## src/hw/rtl/sps_pkg.sv

```systemverilog
// ----------------------------------------------------------------------------
// sps_pkg: shared types and constants for the sleep package scanner
// Word types for both channels, parse phase encoding and match constants.
// ----------------------------------------------------------------------------
package sps_pkg;

	localparam logic [31:0] NAME_WORD       = 32'h5F53_355F; // "_S5_"
	localparam logic [7:0]  PACKAGE_OP      = 8'h12;
	localparam logic [7:0]  BYTE_PREFIX     = 8'h0A;
	localparam int unsigned LEN_BYTES_SHIFT = 6;

	typedef struct packed {
		logic [7:0] data_byte;
		logic       last_byte;
	} in_word_t;

	typedef struct packed {
		logic       found;
		logic [7:0] sleep_type;
	} out_word_t;

	typedef enum logic [2:0] {
		PH_SEARCH     = 3'd0,
		PH_AFTER_NAME = 3'd1,
		PH_LEN_FIRST  = 3'd2,
		PH_LEN_EXTRA  = 3'd3,
		PH_COUNT      = 3'd4,
		PH_ELEMENT    = 3'd5,
		PH_PREFIXED   = 3'd6
	} phase_t;

	// one staged byte handed from the input register to the parser
	typedef struct packed {
		logic     valid;
		in_word_t word;
	} staged_t;

	// parser result towards the output register
	typedef struct packed {
		logic      valid;
		out_word_t word;
	} result_t;

endpackage

```

## src/hw/rtl/sps_in_stage.sv

```systemverilog
// ----------------------------------------------------------------------------
// sps_in_stage: input register
// Captures one byte word per cycle while byte_stall is low and holds it until the parser takes it.
// ----------------------------------------------------------------------------
module sps_in_stage (
	input  logic              clk,
	input  logic              arst_n,
	input  logic              byte_valid,
	output logic              byte_stall,
	input  sps_pkg::in_word_t byte_word,
	input  logic              take,
	output sps_pkg::staged_t  staged
);

	logic              valid_s1;
	sps_pkg::in_word_t word_s1;
	logic              load;

	assign byte_stall = valid_s1 && !take;
	assign load       = byte_valid && !byte_stall;

	always_ff @(posedge clk or negedge arst_n) begin
		if (!arst_n) begin
			valid_s1 <= 1'b0;
		end else if (load) begin
			valid_s1 <= 1'b1;
		end else if (take) begin
			valid_s1 <= 1'b0;
		end
	end

	always_ff @(posedge clk) begin
		if (load) begin
			word_s1 <= byte_word;
		end
	end

	assign staged.valid = valid_s1;
	assign staged.word  = word_s1;

endmodule

```

## src/hw/rtl/sps_parser.sv

```systemverilog
// ----------------------------------------------------------------------------
// sps_parser: name search and package decode
// Keeps the byte window and parse phase, and decodes one byte per step.
// ----------------------------------------------------------------------------
module sps_parser (
	input  logic             clk,
	input  logic             arst_n,
	input  logic             step,
	input  sps_pkg::staged_t staged,
	output sps_pkg::result_t result
);

	logic [23:0]       recent_q, recent_d;
	sps_pkg::phase_t   phase_q, phase_d;
	logic [1:0]        skip_q, skip_d;
	logic              answered_q, answered_d;
	logic [7:0]        b;
	logic              last;
	logic [31:0]       window;
	logic              name_hit;
	logic              hit;
	logic [1:0]        skip_dec;

	always_ff @(posedge clk or negedge arst_n) begin
		if (!arst_n) begin
			recent_q   <= '0;
			phase_q    <= sps_pkg::PH_SEARCH;
			skip_q     <= '0;
			answered_q <= 1'b0;
		end else if (step) begin
			recent_q   <= recent_d;
			phase_q    <= phase_d;
			skip_q     <= skip_d;
			answered_q <= answered_d;
		end
	end

	assign b        = staged.word.data_byte;
	assign last     = staged.word.last_byte;
	assign window   = {recent_q, b};
	assign name_hit = (window == sps_pkg::NAME_WORD);
	assign skip_dec = skip_q - 2'd1;

	always_comb begin
		phase_d    = phase_q;
		skip_d     = skip_q;
		answered_d = answered_q;
		recent_d   = window[23:0];
		hit        = 1'b0;

		if (!answered_q) begin
			case (phase_q)
				sps_pkg::PH_AFTER_NAME: begin
					if (b == sps_pkg::PACKAGE_OP) begin
						phase_d = sps_pkg::PH_LEN_FIRST;
					end else begin
						phase_d = name_hit ? sps_pkg::PH_AFTER_NAME : sps_pkg::PH_SEARCH;
					end
				end
				sps_pkg::PH_LEN_FIRST: begin
					skip_d  = b[sps_pkg::LEN_BYTES_SHIFT +: 2];
					phase_d = (b[sps_pkg::LEN_BYTES_SHIFT +: 2] == 2'd0) ?
						sps_pkg::PH_COUNT : sps_pkg::PH_LEN_EXTRA;
				end
				sps_pkg::PH_LEN_EXTRA: begin
					skip_d = skip_dec;
					if (skip_dec == 2'd0) begin
						phase_d = sps_pkg::PH_COUNT;
					end
				end
				sps_pkg::PH_COUNT: begin
					phase_d = sps_pkg::PH_ELEMENT;
				end
				sps_pkg::PH_ELEMENT: begin
					if (b == sps_pkg::BYTE_PREFIX) begin
						phase_d = sps_pkg::PH_PREFIXED;
					end else begin
						hit = 1'b1;
					end
				end
				sps_pkg::PH_PREFIXED: begin
					hit = 1'b1;
				end
				default: begin
					phase_d = name_hit ? sps_pkg::PH_AFTER_NAME : sps_pkg::PH_SEARCH;
				end
			endcase
		end

		if (hit) begin
			answered_d = 1'b1;
		end

		result.valid           = staged.valid && (hit || (last && !answered_q));
		result.word.found      = hit;
		result.word.sleep_type = hit ? b : 8'd0;

		// end of table: back to reset state
		if (last) begin
			recent_d   = '0;
			phase_d    = sps_pkg::PH_SEARCH;
			skip_d     = '0;
			answered_d = 1'b0;
		end
	end

endmodule

```

## src/hw/rtl/sps_out_stage.sv

```systemverilog
// ----------------------------------------------------------------------------
// sps_out_stage: result register
// Holds one result word until the receiver takes it.
// ----------------------------------------------------------------------------
module sps_out_stage (
	input  logic               clk,
	input  logic               arst_n,
	input  logic               step,
	input  sps_pkg::result_t   result,
	output logic               room,
	output logic               result_valid,
	input  logic               result_stall,
	output sps_pkg::out_word_t result_word
);

	logic               valid_q;
	sps_pkg::out_word_t word_q;
	logic               load;

	assign room = !valid_q || !result_stall;
	assign load = step && result.valid;

	always_ff @(posedge clk or negedge arst_n) begin
		if (!arst_n) begin
			valid_q <= 1'b0;
		end else if (load) begin
			valid_q <= 1'b1;
		end else if (!result_stall) begin
			valid_q <= 1'b0;
		end
	end

	always_ff @(posedge clk) begin
		if (load) begin
			word_q <= result.word;
		end
	end

	assign result_valid = valid_q;
	assign result_word  = word_q;

endmodule

```

## src/hw/rtl/sleep_package_scanner.sv

```systemverilog
// ----------------------------------------------------------------------------
// sleep_package_scanner: top level
// Streams a definition-table body and reports the _S5_ sleep type.
// ----------------------------------------------------------------------------
// Byte channel: one table byte per word, in order, last_byte set on the
// final byte. Result channel: exactly one word per table, found with the
// decoded sleep type, or found = 0 and sleep_type = 0 when the table ends
// without a complete package.
// A byte word is taken every cycle unless byte_stall is raised. The byte
// that completes a result is held in the input register; the parser then
// loads the result register, which drives result_valid. The decode step is
// a window compare and a phase update, so one byte is parsed per cycle
// while the receiver does not stall.
// When the receiver stalls with a result held, the parser stops, one byte
// waits in the input register and byte_stall is raised; nothing is lost.
// Reset clears the window, the parse phase and both valid flags; after the
// last byte of a table the parse state returns to the same values.
// ----------------------------------------------------------------------------
module sleep_package_scanner (
	input  logic               clk,
	input  logic               arst_n,
	input  logic               byte_valid,
	output logic               byte_stall,
	input  sps_pkg::in_word_t  byte_word,
	output logic               result_valid,
	input  logic               result_stall,
	output sps_pkg::out_word_t result_word
);

	sps_pkg::staged_t staged;
	sps_pkg::result_t result;
	logic             room;
	logic             step;

	assign step = staged.valid && room;

	sps_in_stage u_in (
		.clk        (clk),
		.arst_n     (arst_n),
		.byte_valid (byte_valid),
		.byte_stall (byte_stall),
		.byte_word  (byte_word),
		.take       (step),
		.staged     (staged)
	);

	sps_parser u_parser (
		.clk    (clk),
		.arst_n (arst_n),
		.step   (step),
		.staged (staged),
		.result (result)
	);

	sps_out_stage u_out (
		.clk          (clk),
		.arst_n       (arst_n),
		.step         (step),
		.result       (result),
		.room         (room),
		.result_valid (result_valid),
		.result_stall (result_stall),
		.result_word  (result_word)
	);

endmodule
```

## config.mk

```make
export PLATFORM = sky130hd
export DESIGN_NAME = sleep_package_scanner
export DESIGN_NICKNAME = d
export VERILOG_FILES = /design/src/hw/rtl/sps_pkg.sv /design/src/hw/rtl/sps_in_stage.sv /design/src/hw/rtl/sps_parser.sv /design/src/hw/rtl/sps_out_stage.sv /design/src/hw/rtl/sleep_package_scanner.sv
export SDC_FILE = /design/constraint.sdc
export NUM_CORES = 1
export LEC_CHECK = 0
export ABC_AREA = 1
export BUFFER_PORTS_ARGS = -buffer_cell sky130_fd_sc_hd__buf_2
export CAP_MARGIN = 0
export CORE_AREA = 2 2 95 97
export CTS_CLUSTER_DIAMETER = 100
export DETAILED_ROUTE_END_ITERATION = 8
export DIE_AREA = 0 0 97 99
export MAX_ROUTING_LAYER = met4
export PLACE_DENSITY = 0.45
export SKIP_LAST_GASP = 1
export SLEW_MARGIN = 20
export SYNTH_ARGS = -nofsm -noshare
export SYNTH_HDL_FRONTEND = slang
export SYNTH_SLANG_ARGS = --single-unit
```

## constraint.sdc

```tcl
create_clock -name clk -period 3.3 [get_ports clk]
set_clock_uncertainty 0.2 [all_clocks]
set_input_delay 0.165 -clock clk [delete_from_list [all_inputs] [get_ports clk]]
set_output_delay 0.165 -clock clk [all_outputs]
set_load 0.1 [all_outputs]
```

After elaboration in Yosys (flattened, before gate mapping)
Cells that the tools add are included.
Widths: inputs -> output; s select.
{"block": "word_totals", "wordCells": 67, "in_bits": 13, "reg_bits": 50}
{"block": "op_classes", "addsub": 1, "n_reduce_logical": 21, "eq_ne": 14, "mux": 21}
{"cell": "$eq 32x31->1 const B", "count": 1}
{"cell": "$mux 24", "count": 1}
{"cell": "$mux 3", "count": 6}
{"cell": "$pmux 3 s6", "count": 1}
{"cell": "$eq 3x3->1 const B", "count": 3}
{"cell": "$mux 1", "count": 9}
{"cell": "$eq 8x4->1 const B", "count": 1}
{"cell": "$eq 8x5->1 const B", "count": 1}
{"cell": "$eq 3x2->1 const B", "count": 2}
{"cell": "$logic_and 1x1->1", "count": 6}
{"cell": "$ne 3x2->1 const B", "count": 2}
{"cell": "$logic_not 1->1", "count": 5}
{"cell": "$reduce_and 5->1", "count": 1}
{"cell": "$logic_not 2->1", "count": 2}
{"cell": "$mux 2", "count": 2}
{"cell": "$ne 2x2->1 const B", "count": 2}
{"cell": "$pmux 2 s2", "count": 1}
{"cell": "$reduce_bool 2->1", "count": 2}
{"cell": "$eq 3x1->1 const B", "count": 1}
{"cell": "$reduce_and 3->1", "count": 1}
{"cell": "$reduce_bool 3->1", "count": 1}
{"cell": "$logic_or 1x1->1", "count": 2}
{"cell": "$ne 2x1->1 const B", "count": 1}
{"cell": "$pmux 1 s2", "count": 1}
{"cell": "2 further kinds", "count": 2}

Logic depth before layout (Yosys ltp)
Gate-level depths: netlist of run 1.
{"block": "logic_depth", "word_depth": 8, "depth_mapped": 10, "mapped_depth_nobuf": 10}

Hierarchy
From an unflattened synthesis of run 1, not the netlist that was laid out.
{"block": "hier_totals", "hier_cells": 236, "hier_area_um2": 2202.1}
{"mod": "sps_parser", "area_each_um2": 1544.0, "cells_per_inst": 203, "n_inst": 1}
{"mod": "sps_in_stage", "area_each_um2": 335.3, "cells_per_inst": 17, "n_inst": 1}
{"mod": "sps_out_stage", "area_each_um2": 315.3, "cells_per_inst": 14, "n_inst": 1}
{"mod": "sleep_package_scanner", "area_each_um2": 7.5, "cells_per_inst": 2, "n_inst": 1}

Worst setup path after synthesis of run 1
Ideal clock, no wire load.
{"block": "synth_timing", "path_type": "reg2out", "start": "register u_out.valid_q, in the netlist u_out.result_valid", "end": "output port byte_stall", "t_arrival_ns": 2.389, "stages_incl_launch_ff": 3, "slack_ns": 0.546, "path_cell_list": "dfrtp_1 nand2_2 nor2_1"}
{"block": "synth_via", "elab_chain_len": 5}
{"item": "start: declaration", "line": "sps_out_stage.sv:16", "source": "logic valid_q;"}
{"item": "start signal: assignment", "line": "sps_out_stage.sv:25", "source": "valid_q <= 1'b0;"}
{"item": "start signal: assignment", "line": "sps_out_stage.sv:27", "source": "valid_q <= 1'b1;"}
{"item": "start signal: assignment", "line": "sps_out_stage.sv:29", "source": "valid_q <= 1'b0;"}
{"item": "$logic_not 1->1", "line": "sps_out_stage.sv:20", "source": "assign room = !valid_q || !result_stall;"}
{"item": "$logic_or 1x1->1", "line": "sps_out_stage.sv:20"}
{"item": "$logic_and 1x1->1", "line": "sleep_package_scanner.sv:35", "source": "assign step = staged.valid && room;"}
{"item": "$logic_not 1->1", "line": "sps_in_stage.sv:19", "source": "assign byte_stall = valid_s1 && !take;"}
{"item": "$logic_and 1x1->1", "line": "sps_in_stage.sv:19"}
{"item": "end: declaration", "line": "sleep_package_scanner.sv:23", "source": "output logic byte_stall,"}
Every way passes these cells.

Final worst setup path of run 1
{"block": "layout_timing", "start": "register u_in.word_s1, in the netlist u_in.staged[0]", "end": "register u_parser.phase_q[1]"}
{"block": "layout_via", "elab_chain_len": 2, "elab_cells_between_ends": 6, "cone_classes": "eq/ne: 4; mux: 1; reduce/logical: 1"}
{"item": "start: declaration", "line": "sps_in_stage.sv:16", "source": "sps_pkg::in_word_t word_s1;"}
{"item": "start signal: assignment", "line": "sps_in_stage.sv:34", "source": "word_s1 <= byte_word;"}
{"item": "$ne 3x2->1 (no source line) / $ne 2x2->1 (equally long branches)"}
{"item": "$reduce_and 5->1 (no source line)"}
{"item": "end signal: assignment", "line": "sps_parser.sv:27", "source": "phase_q <= sps_pkg::PH_SEARCH;"}
{"item": "end signal: assignment", "line": "sps_parser.sv:32", "source": "phase_q <= phase_d;"}
{"item": "end: declaration", "line": "sps_parser.sv:14", "source": "sps_pkg::phase_t phase_q, phase_d;"}
Several ways; a longest one is shown, not always the timed one.
A chain may end at the register's enable or synchronous reset.

==> metrics.md, run 1 <==
| Metric | Value |
|---|---|
| Status | `completed` |
| Number of H-tree levels | `2` |
| Vias in the first global route | `about 1700` |
| Fin nets | `300` |
| Period minus WS final | `around 2.2 ns` |
| Total Negative Setup Slacks | `0 ns` |
| Final Hold Viols | `0` |
| Clock latency on the worst-skew pair | `0.30 ns` |
| P_leak | `approximately 1.2 nW` |
| CP cell instances | `inv_1 > nor2_1 > o21ai_1 > nor2_4 > nand3_1 > nand2_1` |
| Yosys reg bits | `50` |
| Final RePlAce weighted congestion | `0.880` |
| EDFF count, synth | `18` |
| Syn-to-layout area delta | `18.9%` |
| Commonest cells after routing, fill and taps aside | `nand2_1 (51), inv_1 (35), dfrtp_1 (32)` |
| Core area | `0.00855 mm2` |
| Routed Antenna Nets | `0` |
| Synthesized Nets | `about 270` |
| Top cells by area, synth | `dfrtp_1 (35%), edfxtp_1 (24%), nand2_1 (8.4%)` |
| CTS tree | `done` |
| Slowest CP cell | `inv_1` |
| Path type of the worst min-delay path | `input port to async pin` |
| Max stage delay on crit path | `around 0.63 ns` |
| Fmax | `between 400 and 500 MHz` |
| Final setup fails | `0` |
| Worst Setup EP | `u_parser.phase_q[1]` |
| Critical path type | `register to register` |
| CTS root buffer | `clkbuf_8` |
| Commonest non-fill, non-tap cell in the layout | `nand2_1` |
| Seq pwr share | `0.547` |
| Met2 wire len | `around 2300 um` |
| Vias | `1716` |
| TritonCTS Buffers | `5` |
| Yosys warnings | `0` |
| PortBufs | `23` |
| Die Width | `97 um` |
| Switching Share | `0.327` |
| CTS Sinks | `50` |
| Crit. path cell count | `6` |
| Final WL | `approximately 4700 um` |
| Die area | `0.00960 mm2` |
| Yosys top cell area share | `0.351` |
| Layout cells sized above 1 | `0.164` |
| Crit path capture type | `register` |
| R2R Path End | `u_parser.phase_q[1]` |
| Starting Density | `0.267` |
| Max_slew headroom | `0.498` |
| Cells after Synth | `around 250` |
| Post_cts resized | `0` |
| Reg2Reg Depth | `6` |
| Max Used Layer | `met4` |
| First-pass GRT wire length | `just over 8000 um` |
| Post-Syn Area | `about 0.0023 mm2` |
| Clk slew on worst S/H paths | `0.09 ns` |
| Synth Area per Inst | `slightly above 9 um2` |
| Largest net degree at the start of global routing | `33` |
| FP Rows | `34` |
| Die height | `between 90 and 100 um` |
| Crit start category | `register` |
| Net switching power | `~0.00046 W` |
| Logic pwr share | `0.202` |
| Metal3 WL | `between 100 and 150 um` |
| Met1 wire length | `approximately 2200 um` |
| FF/Latch Area | `between 0.001 and 0.0015 mm2` |
| Critical path arrival | `2.15 ns` |
| RSZ-0062 raised after global routing | `no` |
| Residual DRC | `0` |
| Area of the multi-input gates | `around 760 um2` |
| Clock Tree Buf Depth | `2` |
| First-pass DRT Iterations | `4` |
| Tcrit/Tclk final | `0.652` |
| Top delay family on crit path | `buffers and inverters` |
| DRT iter0 DRCs | `80` |
| Finished Core Util | `0.317` |
| Overflow after GRT | `0` |
| Max-cap violations | `0` |
| Via-to-Cell Ratio | `around 4.3` |
| R2R Setup Slk | `around 1.1 ns` |
| Peak VDD IR | `between 0.2 and 0.25 mV` |
| Launching point of the worst reg2reg path | `u_in.staged[0]` |
| Gr usage total | `0.107` |
| Initial antenna violation count | `0` |
| I/O pin count | `24` |
| Pwr Density | `a little over 500 mW/mm2` |
| DR WL/cell | `roughly 12 um` |
| Fraction of registers with async set/reset | `0.640` |
| Worst path bufs/invs | `1` |
| Req. time, crit path | `around 3.3 ns` |
| Post-synthesis sequential area ratio | `0.588` |
| Area leader, netlist | `dfrtp_1` |
| CP Max Fanout | `24` |
| CP Launch Point | `u_in.staged[0]` |
| Most used DFF post-synth | `dfrtp_1` |
| Detailed Place HPWL | `between 3000 and 4000 um` |
| Fillers | `870` |
| Post-synthesis cell type count | `27` |
| # diodes | `0` |
| Slew @ Worst Pin | `around 0.75 ns` |
| Clock share of power | `0.251` |
| Cell internal pwr | `around 0.00095 W` |
| Pins over their slew limit | `0` |
| Post-CTS Setup Inserts | `0` |
cell usage after synthesis (3+ instances only):
master,count
nor2_1,25
o21ai_0,22
o21ai_1,3
nand3_1,24
o31ai_1,10
dfrtp_1,32
nand2_2,5
edfxtp_1,18
nor2_2,3
buf_2,4
clkbuf_1,3
nand2_1,51
inv_1,35
stage by stage:
| step | hold WS [ns] | cell area [um2] | cells | power (W) | setup WS, ns |
|---|---|---|---|---|---|
| floorplan | -0.331 | 2280 | 251 | 0.000994 | 0.546 |
| global placement | 0.0802 | 2500 | 374 | 0.00106 | 1.15 |
| detailed placement | 0.0837 | 2500 | 374 | 0.00106 | 1.11 |
| CTS | 0.293 | 2710 | 395 | 0.00144 | 1.11 |
| global route | 0.317 | 2710 | 395 | 0.00150 | 0.929 |
| finish | 0.283 | 2710 | 395 | 0.00141 | 1.15 |
power by group through the flow:
stage               registers (W)  logic, W  clock network [W]
global placement         0.000785  0.000276                  0
global route             0.000782  0.000320           0.000398
detailed placement       0.000786  0.000277                  0
CTS                      0.000772  0.000291           0.000372
finish                   0.000770  0.000285           0.000353
floorplan                0.000844  0.000150                  0
kinds of logic (layout without fill, tap and decap cells):
kind of cell             count (synthesis)  after routing  synth area share
AO/OA/AOI/OAI                           40             40             0.104
adder cells (fa/ha/maj)                  1              1           0.00548
buffers and inverters                   46             82            0.0784
flip-flops                              50             50             0.588
AND/OR/NAND/NOR                        114            114             0.224
metal layers:
| metal | vias to the layer above | GRT usage |
|---|---|---|
| met1 | 794 | 0.135 |
| met5 | - | - |
| met4 | 0 | 0.0293 |
| met2 | 37 | 0.176 |
| li1 | 883 | - |
| met3 | 2 | 0.0220 |
sequential cells by signal (all words and copies together) (netlist names):
register	flops
u_parser.recent_q	24
u_in.staged	9
u_out.result_word	9
u_parser.phase_q	3
u_parser.skip_q	2
u_in.valid_s1	1
u_out.result_valid	1
u_parser.answered_q	1
layout make-up:
type | instances | share of cell area
Multi-Input combinational cell | 155 | 0.281
Sequential cell | 50 | 0.494
Clock inverter | 2 | 0.00507
Clock buffer | 6 | 0.0267
Timing Repair Buffer | 36 | 0.0904
Inverter | 38 | 0.0530
Tap cell | 108 | 0.0498
how the worst min path moves through the flow:
stage / startpoint / end / slack [ns] / cells after the start
after floorplan: arst_n / u_in.valid_s1 / -0.33 / 0
after global placement: arst_n / u_parser.recent_q[22] / 0.08 / 1
after detailed placement: arst_n / u_parser.recent_q[22] / 0.08 / 1
after CTS: u_parser.recent_q[18] / u_parser.recent_q[18] / 0.29 / 2
after global routing: u_parser.recent_q[22] / u_parser.recent_q[22] / 0.32 / 2
final: arst_n / u_parser.recent_q[7] / 0.28 / 2
what timing repair did:
action,4_1_cts,5_1_grt
endpoints found under the setup margin,0,0
hold buffers,13,0
hold endpoints to repair,43,0
No activity file was read; power rests on OpenSTA's default activity.
==> run 2: changes to the inputs <==
--- a/config.mk
+++ b/config.mk
@@ -5,7 +5,7 @@
 export SDC_FILE = /design/constraint.sdc
 export NUM_CORES = 1
 export LEC_CHECK = 0
-export ABC_AREA = 1
+export ABC_AREA = 0
 export BUFFER_PORTS_ARGS = -buffer_cell sky130_fd_sc_hd__buf_2
 export CAP_MARGIN = 0
 export CORE_AREA = 2 2 95 97
@@ -13,7 +13,7 @@
 export DETAILED_ROUTE_END_ITERATION = 8
 export DIE_AREA = 0 0 97 99
 export MAX_ROUTING_LAYER = met4
-export PLACE_DENSITY = 0.45
+export PLACE_DENSITY = 0.47
 export SKIP_LAST_GASP = 1
 export SLEW_MARGIN = 20
 export SYNTH_ARGS = -nofsm -noshare
==> constraint.sdc (replaced) <==
create_clock -name clk -period 1.7 [get_ports clk]
set_clock_uncertainty 0.2 [all_clocks]
set_input_delay 0.085 -clock clk [delete_from_list [all_inputs] [get_ports clk]]
set_output_delay 0.085 -clock clk [all_outputs]
set_load 0.1 [all_outputs]
==> run 2 against run 1 <==
Effect of this change: the run now ends with setup timing left; combinational power rose by 49%; wire length up 13%; largest power group unchanged; final cell count fell by 1.3%; core utilization is 4.2 points higher; largest cell class unchanged; highest routed layer unchanged; non-clock buffer count rose by 36; first-iteration DRC count is 56% higher; synthesized cell count shrank 15%; power rose by 79%; via count is 2.4% higher.
==> metrics.md, run 2 <==
| Metric | Value |
|---|---|
| Max_slew headroom | `0.672` |
| Cell internal pwr | `between 0.0015 and 0.002 W` |
| Yosys top cell area share | `0.353` |
| Residual DRC | `0` |
| Pins over their slew limit | `0` |
| Tcrit/Tclk final | `1.17` |
| Syn-to-layout area delta | `35.6%` |
| Pwr Density | `between 800 and 900 mW/mm2` |
| DRT iter0 DRCs | `between 100 and 150` |
| Fin nets | `just under 300` |
| Switching Share | `0.281` |
| Placed insts | `364` |
| I/O pin count | `24` |
| Top delay family on crit path | `simple AND/OR/NAND/NOR gates` |
| Routed Antenna Nets | `0` |
| Largest net degree at the start of global routing | `37` |
| Non-Filler Instances | `between 300 and 400` |
| Final WL | `5300 um` |
| Dpl ws | `-0.270 ns` |
| Detailed Place HPWL | `approximately 3700 um` |
| Clock latency on the worst-skew pair | `0.31 ns` |
| Die area | `between 0.009 and 0.01 mm2` |
| Synth Area per Inst | `~11 um2` |
| Final Power | `roughly 0.0025 W` |
| Gr usage total | `0.119` |
| First-pass DRT Iterations | `4` |
| Max stage delay on crit path | `between 0.5 and 0.6 ns` |
| CP cell instances | `or4bb_4 > o21ai_2 > a21boi_2 > buf_6 > and3_1` |
| Total Negative Setup Slacks | `-6.03 ns` |
| Post-synthesis sequential area ratio | `0.591` |
| Via-to-Cell Ratio | `4.51` |
| Post-synthesis cell type count | `slightly above 40` |
| P_leak | `approximately 1.3 nW` |
| CTS Sinks | `50` |
| Net switching power | `between 0.0007 and 0.0008 W` |
| EDFF count, synth | `18` |
| CP Max Fanout | `10` |
| Period minus WS final | `1.99 ns` |
| Synthesized Nets | `228` |
| Most used DFF post-synth | `dfrtp_1` |
| Setup WS post-layout | `-0.289 ns` |
| TritonCTS Buffers | `5` |
| Reg with most FFs | `u_parser.recent_q` |
| Die height | `roughly 99 um` |
| Cells after Synth | `214` |
| Path type of the worst min-delay path | `input port to async pin` |
| Final RePlAce weighted congestion | `between 0.8 and 0.9` |
| First-pass GRT wire length | `around 9000 um` |
| Worst path bufs/invs | `1` |
| PortBufs | `23` |
| Vias in the first global route | `between 1500 and 2000` |
| Commonest cells after routing, fill and taps aside | `dfrtp_1 (31), o21ai_0 (30), nand2_1 (28), buf_4 (28), nand2b_1 (25)` |
| CP Launch Point | `u_in.staged[6]` |
| Hold slack | `around 0.054 ns` |
| Slowest CP cell | `or4bb_4` |
| Logic pwr share | `0.169` |
| Clk slew on worst S/H paths | `~0.1 ns` |
| Fraction of registers with async set/reset | `0.640` |
| Number of H-tree levels | `2` |
| CTS tree | `done` |
| Leading cell types by count after synthesis | `dfrtp_1 (32), o21ai_0 (32), nand2_1 (30)` |
| Post-Syn Area | `roughly 0.0023 mm2` |
| Initial antenna violation count | `0` |
| Clock share of power | `0.270` |
| Core area | `0.00855 mm2` |
| Commonest non-fill, non-tap cell in the layout | `dfrtp_1` |
| Peak VDD IR | `0.283 mV` |
| Critical path arrival | `around 1.9 ns` |
| Yosys reg bits | `50` |
| Vias | `roughly 1800` |
| Failing checks | `setup timing` |
| Max-cap violations | `0` |
| Yosys warnings | `0` |
| Fmax | `between 500 and 600 MHz` |
| Clock Tree Buf Depth | `2` |
| Launching point of the worst reg2reg path | `u_in.staged[6]` |
| Crit start category | `register` |
| Top cells by area, synth | `dfrtp_1 (35%), edfxtp_1 (24%), o21ai_0 (7.1%)` |
| Largest register FFs | `24` |
| Die Width | `roughly 97 um` |
| Slew @ Worst Pin | `0.495 ns` |
| Final Hold Viols | `0` |
| RSZ-0062 raised after global routing | `yes` |
| # diodes | `0` |
| Critical path type | `register to register` |
| Req. time, crit path | `1.58 ns` |
| Final setup fails | `23` |
| Layout cells sized above 1 | `0.305` |
| Crit path capture type | `register` |
| Starting Density | `0.265` |
| CTS root buffer | `clkbuf_8` |
| Status | `finished, violations left` |
| FP Rows | `34` |
| DR WL/cell | `approximately 14 um` |
| Seq pwr share | `0.561` |
| Overflow after GRT | `0` |
| Area leader, netlist | `dfrtp_1` |
-- run 2: repair_timing --
action                     CTS  global route
hold buffers                13             0
gates resized for setup     10            15
hold endpoints to repair    43             0
setup buffers                3             3
setup endpoints to repair   24            30
pin swaps                    5             5
-- run 2: final cells by class --
cell class | instances | area [um2]
multi-input cells | 148 | 943
clock buffers | 6 | 72.6
fillers | 869 | 5480
inverters | 4 | 15.0
clock inverters | 2 | 10.0
well taps | 108 | 135
flip-flops and latches | 50 | 1350
repair buffers | 72 | 554
-- run 2: logic make-up (layout without fill, tap and decap cells) --
| logic type | count (synthesis) | after routing | share of synthesized area |
|---|---|---|---|
| adder cells (fa/ha/maj) | 1 | 1 | 0.00551 |
| AO/OA/AOI/OAI | 52 | 52 | 0.133 |
| multiplexers | 1 | 1 | 0.00441 |
| buffers and inverters | 16 | 84 | 0.0298 |
| AND/OR/NAND/NOR | 94 | 94 | 0.236 |
| flip-flops | 50 | 50 | 0.591 |
-- run 2: worst min-delay path: cells and delay by family --
| kind | cells | cell delay, ns |
|---|---|---|
| buffers and inverters | 3 | 0.85 |
-- run 2: path summary, 6_finish.rpt --
| check | to | slack (ns) | depth (start not counted) |
|---|---|---|---|
| max | u_out.result_word[0] | -0.29 | 5 |
| min | u_parser.phase_q[2] | 0.05 | 3 |
| max reg2reg | u_out.result_word[0] | -0.29 | 5 |
| min reg2reg | u_parser.recent_q[16] | 0.29 | 2 |
| max in group asynchronous | u_out.result_valid | 1.03 | 3 |
| min in group clk | u_parser.recent_q[16] | 0.29 | 2 |
-- run 2: routing by layer --
metal / vias up / global-route usage / routed length [um]
met4: 0 / 0.0412 / 65
li1: 886 / - / -
met5: - / - / 0
met1: 842 / 0.152 / 2510
met3: 4 / 0.0191 / 113
met2: 25 / 0.193 / 2610
-- run 2: per-stage QoR --
stage               cell area [um2]  utilization
floorplan                      2290            -
CTS                            3000        0.351
finish                         3080        0.360
global placement               2730        0.320
detailed placement             2730        0.320
global route                   3080        0.360
-- run 2: power by group through the flow --
stage | registers (W) | logic (W) | clock network [W]
2_1_floorplan | 0.00149 | 0.000174 | 0
4_1_cts | 0.00141 | 0.000415 | 0.000710
3_5_place_dp | 0.00144 | 0.000377 | 0
6_report | 0.00141 | 0.000425 | 0.000680
3_3_place_gp | 0.00143 | 0.000374 | 0
5_1_grt | 0.00143 | 0.000468 | 0.000758
